$ cat config.mk
export PLATFORM = sky130hd
export DESIGN_NAME = hgvc_div
export DESIGN_NICKNAME = d
export VERILOG_FILES = /design/src/hw/rtl/hgvc_pkg.sv /design/src/hw/rtl/hgvc_div.sv
export SDC_FILE = /design/constraint.sdc
export NUM_CORES = 1
export LEC_CHECK = 0
export BUFFER_PORTS_ARGS = -buffer_cell sky130_fd_sc_hd__buf_4
export CAP_MARGIN = 0
export CORE_MARGIN = 2
export CORE_UTILIZATION = 40
export DETAILED_ROUTE_END_ITERATION = 8
export PLACE_DENSITY = 0.62
export SYNTH_ARGS = -nofsm -noshare
export SYNTH_HDL_FRONTEND = slang
export SYNTH_SLANG_ARGS = --single-unit
$ cat constraint.sdc
create_clock -name clk -period 5.7 [get_ports clk]
set_input_delay 0.855 -clock clk [delete_from_list [all_inputs] [get_ports clk]]
set_output_delay 0.855 -clock clk [all_outputs]
set_load 0.02 [all_outputs]
$ cat src/hw/rtl/hgvc_pkg.sv
// Package for the height grid variance cost map: widths, item kinds and
// shared record types. No dependencies.
`default_nettype none
package hgvc_pkg;
  localparam int GridW = 64;
  localparam int GridH = 64;
  localparam int ColW = 6;
  localparam int RowW = 6;
  localparam int Cells = GridW * GridH;
  localparam int AddrW = 12;
  localparam int CntW = 16;
  localparam int MeanW = 24;
  localparam int VarW = 40;
  localparam logic [7:0] CostUnknown = 8'd255;

  localparam logic [1:0] KindAdd = 2'd0;
  localparam logic [1:0] KindRead = 2'd1;
  localparam logic [1:0] KindClear = 2'd2;

  localparam logic [2:0] CfgOriginX = 3'd0;
  localparam logic [2:0] CfgOriginY = 3'd1;
  localparam logic [2:0] CfgCellSize = 3'd2;
  localparam logic [2:0] CfgVarThr = 3'd3;
  localparam logic [2:0] CfgLethal = 3'd4;

  typedef struct packed {
    logic [1:0] kind;
    logic signed [15:0] point_x;
    logic signed [15:0] point_y;
    logic signed [15:0] point_z;
    logic [5:0] cell_col;
    logic [5:0] cell_row;
  } req_t;

  typedef struct packed {
    logic [7:0] cost;
    logic traversable;
    logic [15:0] point_count;
    logic signed [23:0] mean_height;
    logic [39:0] height_variance;
  } rsp_t;

  // Handshake between the sequencer and the shared divider.
  typedef struct packed {
    logic start;
    logic neg;
  } div_ctl_t;
endpackage
`default_nettype wire

$ cat src/hw/rtl/hgvc_div.sv
// Restoring radix-2 divider, 64-bit magnitude by 16-bit divisor, one bit a cycle.
// Truncates toward zero. Depends on hgvc_pkg.
`default_nettype none
module hgvc_div (
  input  wire logic clk,
  input  wire logic rst,
  input  wire hgvc_pkg::div_ctl_t ctl,
  input  wire logic [63:0] dividend,
  input  wire logic [15:0] divisor,
  output logic busy,
  output logic signed [64:0] quotient
);
  import hgvc_pkg::*;
  logic [63:0] q;
  logic [16:0] rem;
  logic [6:0] cnt;
  logic neg;
  logic [17:0] trial;

  // One quotient bit per cycle.
  always_comb begin
    trial = {rem, q[63]} - {2'b0, divisor};
  end

  always_ff @(posedge clk) begin
    if (rst) begin
      busy <= 1'b0;
      cnt <= '0;
    end else if (ctl.start) begin
      busy <= 1'b1;
      cnt <= 7'd64;
      q <= dividend;
      rem <= '0;
      neg <= ctl.neg;
    end else if (busy) begin
      if (trial[17]) begin
        rem <= {rem[15:0], q[63]};
        q <= {q[62:0], 1'b0};
      end else begin
        rem <= trial[16:0];
        q <= {q[62:0], 1'b1};
      end
      cnt <= cnt - 7'd1;
      if (cnt == 7'd1) busy <= 1'b0;
    end
  end

  assign quotient = neg ? -$signed({1'b0, q}) : $signed({1'b0, q});
endmodule
`default_nettype wire

==> results of run 1 <==
[per-stage QoR]
step / worst slack [ps] / power (W) / cell area, um^2
2_1_floorplan: 14.51 / 0.001239 / 6100
3_3_place_gp: 1876 / 0.001438 / 7385
3_5_place_dp: 1841 / 0.001446 / 7385
4_1_cts: 1439 / 0.002143 / 7721
5_1_grt: 1263 / 0.002221 / 7721
6_report: 1510 / 0.002118 / 7721
[worst register-to-register path: cells and delay by family (launching register included)]
kind            cells  cell delay, ps
compound gates      6            1710
fa+ha+maj           1             360
flops               1             410
simple gates        1             620
[cell families (layout without fill, tap and decap cells)]
kind of cell | Yosys count | in the layout | share of synthesized area
AOI/OAI and AO/OA | 111 | 111 | 0.1251
xor gates and xnor gates | 78 | 78 | 0.1120
adders and majority gates | 20 | 20 | 0.04226
buffers and inverters | 46 | 190 | 0.03036
DFF | 90 | 90 | 0.4299
muxes | 74 | 74 | 0.1342
and+or+nand+nor | 139 | 139 | 0.1262
[routing by layer]
| metal | global-route usage | share of wire | routed length [um] | vias up |
|---|---|---|---|---|
| met3 | 0.03183 | 0.044 | 645 | 24 |
| met5 | 0 | 0 | 0 | - |
| met2 | 0.3023 | 0.49 | 7179 | 110 |
| met4 | 0.06917 | 0.024 | 354 | 0 |
| li1 | - | - | - | 2351 |
| met1 | 0.2350 | 0.45 | 6575 | 2324 |
[layout make-up]
class	count	area [um^2]
Inverter	21	78.83
Clock inverter	5	103.9
Fill cell	1360	7312
Multi-Input combinational cell	422	3299
Sequential cell	90	2623
Clock buffer	11	232.7
Timing Repair Buffer	153	1149
Tap cell	188	235.2
[cell usage after synthesis, types with 2 or more instances]
library cell  number  share of area
inv_1             21          0.013
or4_1              7         0.0086
nand3_1            5         0.0041
nor3_1             8         0.0066
or2_2              5         0.0051
o31ai_1           22          0.027
edfxtp_1          82           0.40
nand4_1            2         0.0021
clkbuf_1          20          0.012
a21o_1             3         0.0037
o21ai_0           36          0.030
nor2b_1            3         0.0031
o21a_1             7         0.0086
a21oi_1           19          0.016
a211o_1            2         0.0029
o31a_1             2         0.0029
o41ai_1            3         0.0043
xor2_1             5         0.0072
a211oi_1           3         0.0037
o41ai_2            5          0.013
nand3b_1           3         0.0037
or3_1             12          0.012
or4_4              2         0.0037
dfxtp_1            8          0.026
nand2_2            3         0.0031
a21boi_0           3         0.0037
nand2b_1           3         0.0031
mux2_2            62           0.11
mux2i_1           12          0.020
nor4_1             6         0.0062
o2111a_1           2         0.0037
xnor2_1           73           0.10
nand2_1           36          0.022
ha_1              19          0.039
and2_1             4         0.0041
buf_1              2         0.0012
nor2_1            29          0.018
nor3_4             2         0.0053
[report_power, final]
group | leakage (nW) | internal (W) | switching [W]
Sequential | 0.851 | 0.000788 | 0.0000492
Combinational | 1.95 | 0.000285 | 0.000307
Clock | 0.164 | 0.000430 | 0.000258
[worst paths after layout]
kind / startpoint / to / slack, ps / cells after the start
max: q[3] / quotient[28] / 1510 / 8
min reg2reg: cnt[0] / cnt[0] / 510 / 2
max reg2reg: rem[11] / rem[16] / 2470 / 8
min: cnt[0] / cnt[0] / 510 / 2
[sequential cells by signal, summed over array words and instances (netlist names)]
| name | count |
|---|---|
| busy | 1 |
| cnt | 7 |
| neg | 1 |
| q | 64 |
| rem | 17 |
==> qor.csv, run 1 <==
stage,metric,value,unit
power_and_ir_drop,PD cells,274.4,mW/mm^2
placed_design,# placed instances,874,
timing,hold slack,508.2,ps
placed_design,routability cong.,0.8415,
global_routing,largest net degree at the start of global routing,66,
final_layout,Final Non-Filler Cells,890,
floorplan,# IOs,150,
synth,"Net Count, Synth",662,
synth,Synth Register Bits,90,
setup_path,worst-path cell chain,nor4_1 -> nand3b_1 -> or4_1 -> nor3_4 -> nand2_2 -> o31ai_1 -> xnor2_1 -> buf_4,
setup_path,worst path bufs/invs,1,
worst_hold_path,worst hold path class,flop to flop,
final_layout,"leading cell type in the layout, fill and taps excluded",buf_4,
drt,Vias/cell,5.403,
clock_tree,hold buffers post-CTS,0,
outcome,status,finished clean,
clock_tree,H-tree Lvls,3,
clock_tree,total clock sinks,90,
floorplan,core area,0.01503,mm^2
clock_tree,Num CTS Buffers,9,
synth,Post-Synthesis Cell Area,0.006100,mm^2
timing,Peak Freq,238.6,MHz
setup_path,arrival time worst endpoint,3340,ps
drt,Routed WL per cell,16.58,um
drt,routed via count,4809,
clock_tree,CTS tree,yes,
placed_design,Port Buffers,149,
drt,drt first pass iters,4,
timing,RSZ-0062 raised after global routing,no,
floorplan,die height,127.5,um
setup_path,critical path type,flop to output port,
power_and_ir_drop,Leak,2.969,nW
timing,"Setup violations, final",0,
clock_tree,"Clk Latency, worst-skew pair",340,ps
setup_path,kind of cell adding the most delay to the critical path,simple AND/OR/NAND/NOR gates,
drt,antenna-violating nets left,0,
final_layout,Final Core Density,0.5136,
floorplan,# rows,45,
clock_tree,"Reg clk slew, reported paths",60,ps
run,max-cap violations,0,
final_layout,Layout area overhead,26.58,%
floorplan,initial core utilization,0.4057,
clock_tree,Post-CTS Resized,0,
placed_design,DP Wirelength,10810,um
clock_tree,setup bufs post-CTS,0,
timing,final clock skew,9.449,ps
timing,TNS Setup,0,ps
drt,DRC Markers,0,
synth,Ys Warns,0,
synth,syn avg cell area,10.93,um^2
final_layout,n_diodes,0,
setup_path,"slowest stage cell, crit path",or4_1,
floorplan,Die W,127.5,um
power_and_ir_drop,Worst VDD drop,0.1498,mV
timing,Max-slew headroom,0.3598,
clock_tree,clock root buffer,clkbuf_16,
drt,initial DRC count,188,
synth,post-synthesis sequential area ratio,0.4299,
timing,final slew viol count,0,
final_layout,most frequent cells in the layout,"buf_4 (153), edfxtp_1 (82), xnor2_1 (73)",
global_routing,Overflow after GRT,0,
setup_path,CP Launch Type,flop,
synth,Synth Flop Type,edfxtp_1,
global_routing,initial antenna violation count,0,
final_layout,share of layout cells above drive strength 1,0.3590,
global_routing,vias in the first global route,4696,
drt,final wirelength,14760,um
synth,library cells used by synthesis,55,
timing,worst-margin pin slew,960.2,ps
timing,Fin. Hold Viols,0,
timing,Final Cycle Share,0.7351,
setup_path,type of element capturing the critical path,output port,
global_routing,gr usage total,0.1811,
setup_path,WP data required,4850,ps
setup_path,slowest cell delay on critical path,640,ps
synth,Gate Count Post-Synth,558,
clock_tree,clk buf depth,2,
timing,fin crit period,4190,ps
synth,number of synthesized flops with an enable pin,82,
setup_path,"Max FO, Critical Path",6,
synth,Async SR Flop Fraction,0,
floorplan,Die ar.,0.01625,mm^2
global_routing,first-pass GRT wire length,23590,um
final_layout,# nets final,801,
Power figures use the tool's default switching activity.
==> run 2: changes to the inputs <==
==> constraint.sdc (replaced) <==
create_clock -name clk -period 3.4 [get_ports clk]
set_input_delay 0.51 -clock clk [delete_from_list [all_inputs] [get_ports clk]]
set_output_delay 0.51 -clock clk [all_outputs]
set_load 0.02 [all_outputs]
==> run 2 against run 1 <==
Net effect:
- the run now ends with setup timing left
- clock skew is 2.1 ps lower
- combinational power is 82% higher
- sequential cell count stayed put
- die area stayed put
- clock power is 61% higher
- power is 70% higher
- largest power group unchanged
==> qor.csv, run 2 (synthesis results as in run 1) <==
stage,metric,value,unit
clock_tree,total clock sinks,90,
outcome,failing checks,setup timing,
run,max-cap violations,0,
setup_path,r2r endpoint,rem[7],
timing,RSZ-0062 raised after global routing,yes,
floorplan,Die ar.,0.01625,mm^2
final_layout,Final Core Density,0.5576,
clock_tree,clock root buffer,clkbuf_16,
global_routing,initial antenna violation count,0,
timing,Final Cycle Share,1.057,
setup_path,type of element capturing the critical path,output port,
setup_path,critical path type,flop to output port,
setup_path,CP Launch Type,flop,
timing,"Setup violations, final",32,
final_layout,"leading cell type in the layout, fill and taps excluded",buf_4,
setup_path,FF-to-FF setup slack,570,ps
floorplan,core area,0.01503,mm^2
drt,Routed WL per cell,17.24,um
floorplan,Die W,127.5,um
placed_design,post-place setup slack,11.51,ps
timing,Peak Freq,278.2,MHz
worst_hold_path,hold path depth,1,
global_routing,Overflow after GRT,0,
final_layout,# nets final,837,
timing,TNS Setup,-2526,ps
clock_tree,CTS tree,yes,
setup_path,WP data required,2890,ps
final_layout,share of layout cells above drive strength 1,0.4526,
power_and_ir_drop,overall power,0.003593,W
global_routing,first-pass GRT wire length,24750,um
placed_design,DP Wirelength,11200,um
timing,worst-margin pin slew,797.8,ps
global_routing,gr usage total,0.1921,
setup_path,worst setup path startpoint,q[16],
outcome,status,finished with violations,
global_routing,vias in the first global route,4999,
placed_design,routability cong.,0.8481,
clock_tree,Num CTS Buffers,9,
floorplan,# IOs,150,
final_layout,n_diodes,0,
drt,Vias/cell,5.407,
final_layout,Top Registers,"q: 64 flops, rem: 17 flops, cnt: 7 flops",
power_and_ir_drop,PD cells,428.7,mW/mm^2
timing,Max-slew headroom,0.4681,
final_layout,Layout area overhead,37.42,%
timing,final clock skew,7.353,ps
clock_tree,clk buf depth,2,
power_and_ir_drop,Worst VDD drop,0.2610,mV
clock_tree,hold buffers post-CTS,0,
final_layout,most frequent cells in the layout,"buf_4 (184), edfxtp_1 (82), xnor2_1 (71)",
placed_design,Port Buffers,149,
timing,Fin. Hold Viols,0,
timing,final slew viol count,0,
setup_path,r2r worst-path depth,8,
clock_tree,"Clk Latency, worst-skew pair",350,ps
setup_path,"Max FO, Critical Path",6,
setup_path,CP endpoint,quotient[57],
timing,PnR worst setup slack,-194.9,ps
setup_path,arrival time worst endpoint,3080,ps
final_layout,Largest register FFs,64,
drt,drt first pass iters,5,
clock_tree,"Reg clk slew, reported paths",60,ps
drt,DRC Markers,0,
drt,final wirelength,15970,um
worst_hold_path,worst hold path class,primary input to flop,
drt,routed via count,5007,
power_and_ir_drop,Leak,3.271,nW
drt,antenna-violating nets left,0,
global_routing,largest net degree at the start of global routing,89,
drt,initial DRC count,217,
final_layout,Largest Register,q,
timing,fin crit period,3595,ps
clock_tree,H-tree Lvls,3,
floorplan,die height,127.5,um
setup_path,FF-to-FF Start,rem[11],
floorplan,# rows,45,
floorplan,initial core utilization,0.4057,
-- run 2: cell count changes in the layout (fill, tap and decap cells not counted), sizes merged --
| cell | previous run | this run |
|---|---|---|
| inv | 22 | 21 |
| clkbuf | 11 | 13 |
| buf | 153 | 189 |
| bufinv | 3 | 1 |
| clkinv | 1 | 2 |
-- run 2: worst min path at each step --
stage	from	endpoint	slack (ps)
6_report	ctl[0]	neg	350
5_1_grt	ctl[0]	neg	330
4_1_cts	ctl[0]	neg	340
3_5_place_dp	cnt[0]	cnt[0]	500
3_3_place_gp	cnt[0]	cnt[0]	480
2_1_floorplan	cnt[0]	cnt[0]	470
-- run 2: cell type report --
class	instances	area [um^2]
tap	188	235.2
inverter	21	78.83
sequential	90	2623
clock inverter	3	43.79
clock buffer	13	282.8
multi-input combinational	422	3655
fill	1294	6651
timing repair buffer	189	1464
-- run 2: timing repair --
action	in CTS	in global routing
buffers inserted	10	6
pin swaps	17	14
gates resized for setup	60	27
endpoints found under the setup margin	42	43
endpoints found under the hold margin	0	0
-- run 2: worst max-delay path: stages (launching register included) --
cell and delay [ps]:
edfxtp_1 390, or4_4 550, or4_4 430, or2_4 290
nor3_4 220, buf_6 190, nand3_4 100, o21ai_1 190
xnor2_1 180, buf_4 190
-- run 2: metrics by stage --
stage	hold WS, ps	area, um^2	instances
global placement	479.4	7572	894
global route	333.6	8382	926
finish	347.6	8382	926
detailed placement	497.8	7572	894
floorplan	467.8	6107	558
CTS	335.6	8214	920
-- run 2: power breakdown --
part | switching, W | leakage, nW | internal, W
Clock | 0.000445 | 0.160 | 0.000661
Sequential | 0.0000847 | 0.851 | 0.00132
Combinational | 0.000557 | 2.26 | 0.000525
Total | 0.00109 | 3.27 | 0.00251
-- run 2: per-layer routing --
layer	global-route usage	up-vias	share of wire	routed length, um
met2	0.3111	131	0.47	7445
li1	-	2425	-	-
met3	0.03601	31	0.046	738
met5	0	-	0	0
met4	0.08533	0	0.033	528
met1	0.2511	2420	0.45	7253
==> run 3: changes to the inputs <==
--- a/config.mk
+++ b/config.mk
@@ -8,9 +8,9 @@
 export BUFFER_PORTS_ARGS = -buffer_cell sky130_fd_sc_hd__buf_4
 export CAP_MARGIN = 0
 export CORE_MARGIN = 2
-export CORE_UTILIZATION = 40
+export CORE_UTILIZATION = 43
 export DETAILED_ROUTE_END_ITERATION = 8
-export PLACE_DENSITY = 0.62
+export PLACE_DENSITY = 0.66
 export SYNTH_ARGS = -nofsm -noshare
 export SYNTH_HDL_FRONTEND = slang
 export SYNTH_SLANG_ARGS = --single-unit
==> run 3 against run 2 <==
Net effect:
- the run still ends with setup timing left
- largest power group unchanged
- die area down 6.8%
- clock skew fell by 2.9 ps
- via count is 3.3% lower
- global-route usage increased by 0.66 points
- sequential cell count did not move
- critical path type unchanged
- utilization is 3.0 points higher
- highest routed layer unchanged
- cell count fell by 1.7%
- clock power shrank 8%
- count of clock-buffer cells in the layout fell by 4
- first-iteration DRC count increased by 0.46%
==> qor.csv, run 3 (synthesis results as in run 1) <==
stage,metric,value,unit
global_routing,largest net degree at the start of global routing,82,
clock_tree,hold buffers post-CTS,0,
final_layout,share of layout cells above drive strength 1,0.4205,
clock_tree,clock root buffer,clkbuf_16,
global_routing,Overflow after GRT,0,
power_and_ir_drop,net switching power,0.001069,W
power_and_ir_drop,combinational share of power,0.303,
timing,final clock skew,4.430,ps
power_and_ir_drop,Clk pwr share,0.294,
placed_design,routability cong.,0.8492,
final_layout,"leading cell type in the layout, fill and taps excluded",buf_4,
floorplan,initial core utilization,0.4394,
global_routing,first-pass GRT wire length,23420,um
worst_hold_path,worst hold start,ctl[0],
floorplan,die height,123.1,um
drt,antenna-violating nets left,0,
power_and_ir_drop,Switching Share,0.3082,
run,max-cap violations,0,
timing,Fin. Hold Viols,0,
clock_tree,"Reg clk slew, reported paths",70,ps
drt,DRC Markers,0,
clock_tree,Num CTS Buffers,9,
placed_design,post-place setup slack,30.67,ps
timing,final slew viol count,0,
power_and_ir_drop,sequential power share,0.403,
global_routing,initial antenna violation count,0,
setup_path,r2r worst-path depth,9,
power_and_ir_drop,Leak,3.200,nW
final_layout,design area,0.008149,mm^2
placed_design,placed inst area,0.007520,mm^2
timing,worst-margin pin slew,793.6,ps
final_layout,Largest Register,q,
setup_path,arrival time worst endpoint,3020,ps
final_layout,n_diodes,0,
timing,"Setup violations, final",31,
final_layout,Layout area overhead,33.60,%
floorplan,# IOs,150,
setup_path,WP data required,2890,ps
worst_hold_path,hold path depth,1,
setup_path,FF-to-FF Start,rem[11],
timing,Final Cycle Share,1.037,
drt,routed via count,4844,
timing,TNS Setup,-1885,ps
floorplan,# rows,43,
clock_tree,CTS tree,yes,
drt,Routed WL per cell,16.63,um
power_and_ir_drop,PD cells,425.6,mW/mm^2
floorplan,Die ar.,0.01515,mm^2
worst_hold_path,Hold Path End,neg,
final_layout,most frequent cells in the layout,"buf_4 (175), edfxtp_1 (82), xnor2_1 (71)",
clock_tree,total clock sinks,90,
timing,RSZ-0062 raised after global routing,yes,
setup_path,r2r endpoint,rem[14],
setup_path,critical path type,flop to output port,
outcome,status,finished with violations,
timing,fin crit period,3527,ps
drt,Vias/cell,5.323,
clock_tree,"Clk Latency, worst-skew pair",350,ps
global_routing,vias in the first global route,4737,
setup_path,"Max FO, Critical Path",6,
global_routing,gr usage total,0.1987,
floorplan,Die W,123.1,um
floorplan,core area,0.01388,mm^2
placed_design,Port Buffers,149,
clock_tree,H-tree Lvls,3,
setup_path,FF-to-FF setup slack,530,ps
power_and_ir_drop,overall power,0.003468,W
setup_path,CP Launch Type,flop,
worst_hold_path,worst hold path class,primary input to flop,
final_layout,# nets final,829,
final_layout,Largest register FFs,64,
setup_path,worst setup path startpoint,q[14],
power_and_ir_drop,Internal,0.002399,W
timing,Max-slew headroom,0.4709,
setup_path,type of element capturing the critical path,output port,
timing,PnR worst setup slack,-127.0,ps
power_and_ir_drop,Worst VDD drop,0.3170,mV
drt,final wirelength,15130,um
timing,Peak Freq,283.5,MHz
drt,drt first pass iters,4,
drt,initial DRC count,218,
clock_tree,clk buf depth,2,
outcome,failing checks,setup timing,
placed_design,DP Wirelength,10670,um
final_layout,Top Registers,"q: 64 flops, rem: 17 flops, cnt: 7 flops",
[run 3: cell types whose count changed in the layout (fill, tap and decap cells not counted), sizes merged]
cell / previous run / this run
buf: 189 / 181
clkbuf: 13 / 9
clkinv: 2 / 4
clkinvlp: 0 / 1
inv: 21 / 22
[run 3: worst max-delay path: stages, from the launching register on]
cell and delay (ps):
edfxtp_1 390, or4_4 550, or4_4 420, or2_4 310, nor3_4 150, buf_4 150
nand2_4 60, o41ai_2 310, xnor2_1 160, buf_4 160
[run 3: area by class of cell]
| cell class | count | area, um^2 |
|---|---|---|
| inverter | 21 | 78.83 |
| multi-input combinational | 422 | 3513 |
| clock buffer | 9 | 225.2 |
| sequential | 90 | 2623 |
| fill | 1193 | 5732 |
| tap | 180 | 225.2 |
| timing repair buffer | 181 | 1416 |
| clock inverter | 7 | 67.56 |
[run 3: how the worst max path moves through the flow]
stage,end,cells after the start
final,quotient[36],9
after global routing,quotient[36],9
after CTS,quotient[36],8
after detailed placement,quotient[50],8
after global placement,quotient[54],8
after floorplan,q[0],5
[run 3: metal layers]
metal,GRT usage,share of wire,vias to the layer above
li1,-,-,2403
met1,0.2610,0.45,2306
met2,0.3232,0.48,116
met3,0.04613,0.056,19
met4,0.06747,0.017,0
met5,0,0,-
[run 3: what timing repair did]
item | in CTS | in global routing
setup buffers | 7 | 5
cloned | 0 | 0
pin swaps | 15 | 4
setup endpoints to repair | 42 | 43
gates resized for setup | 43 | 17
[run 3: stage by stage]
step             util  hold slack [ps]  instances
3_3_place_gp   0.5417            480.3        882
5_1_grt        0.5871            317.1        910
3_5_place_dp   0.5417            490.1        882
4_1_cts        0.5772            320.3        905
2_1_floorplan       -            467.8        558
6_report       0.5871            334.0        910
[run 3: power groups by stage]
stage,combinational (W),sequential [W],clock [W]
3_5_place_dp,0.00103,0.00142,0
3_3_place_gp,0.00101,0.00141,0
2_1_floorplan,0.000667,0.00141,0
6_report,0.00105,0.00140,0.00102
4_1_cts,0.00105,0.00140,0.00104
5_1_grt,0.00114,0.00141,0.00108
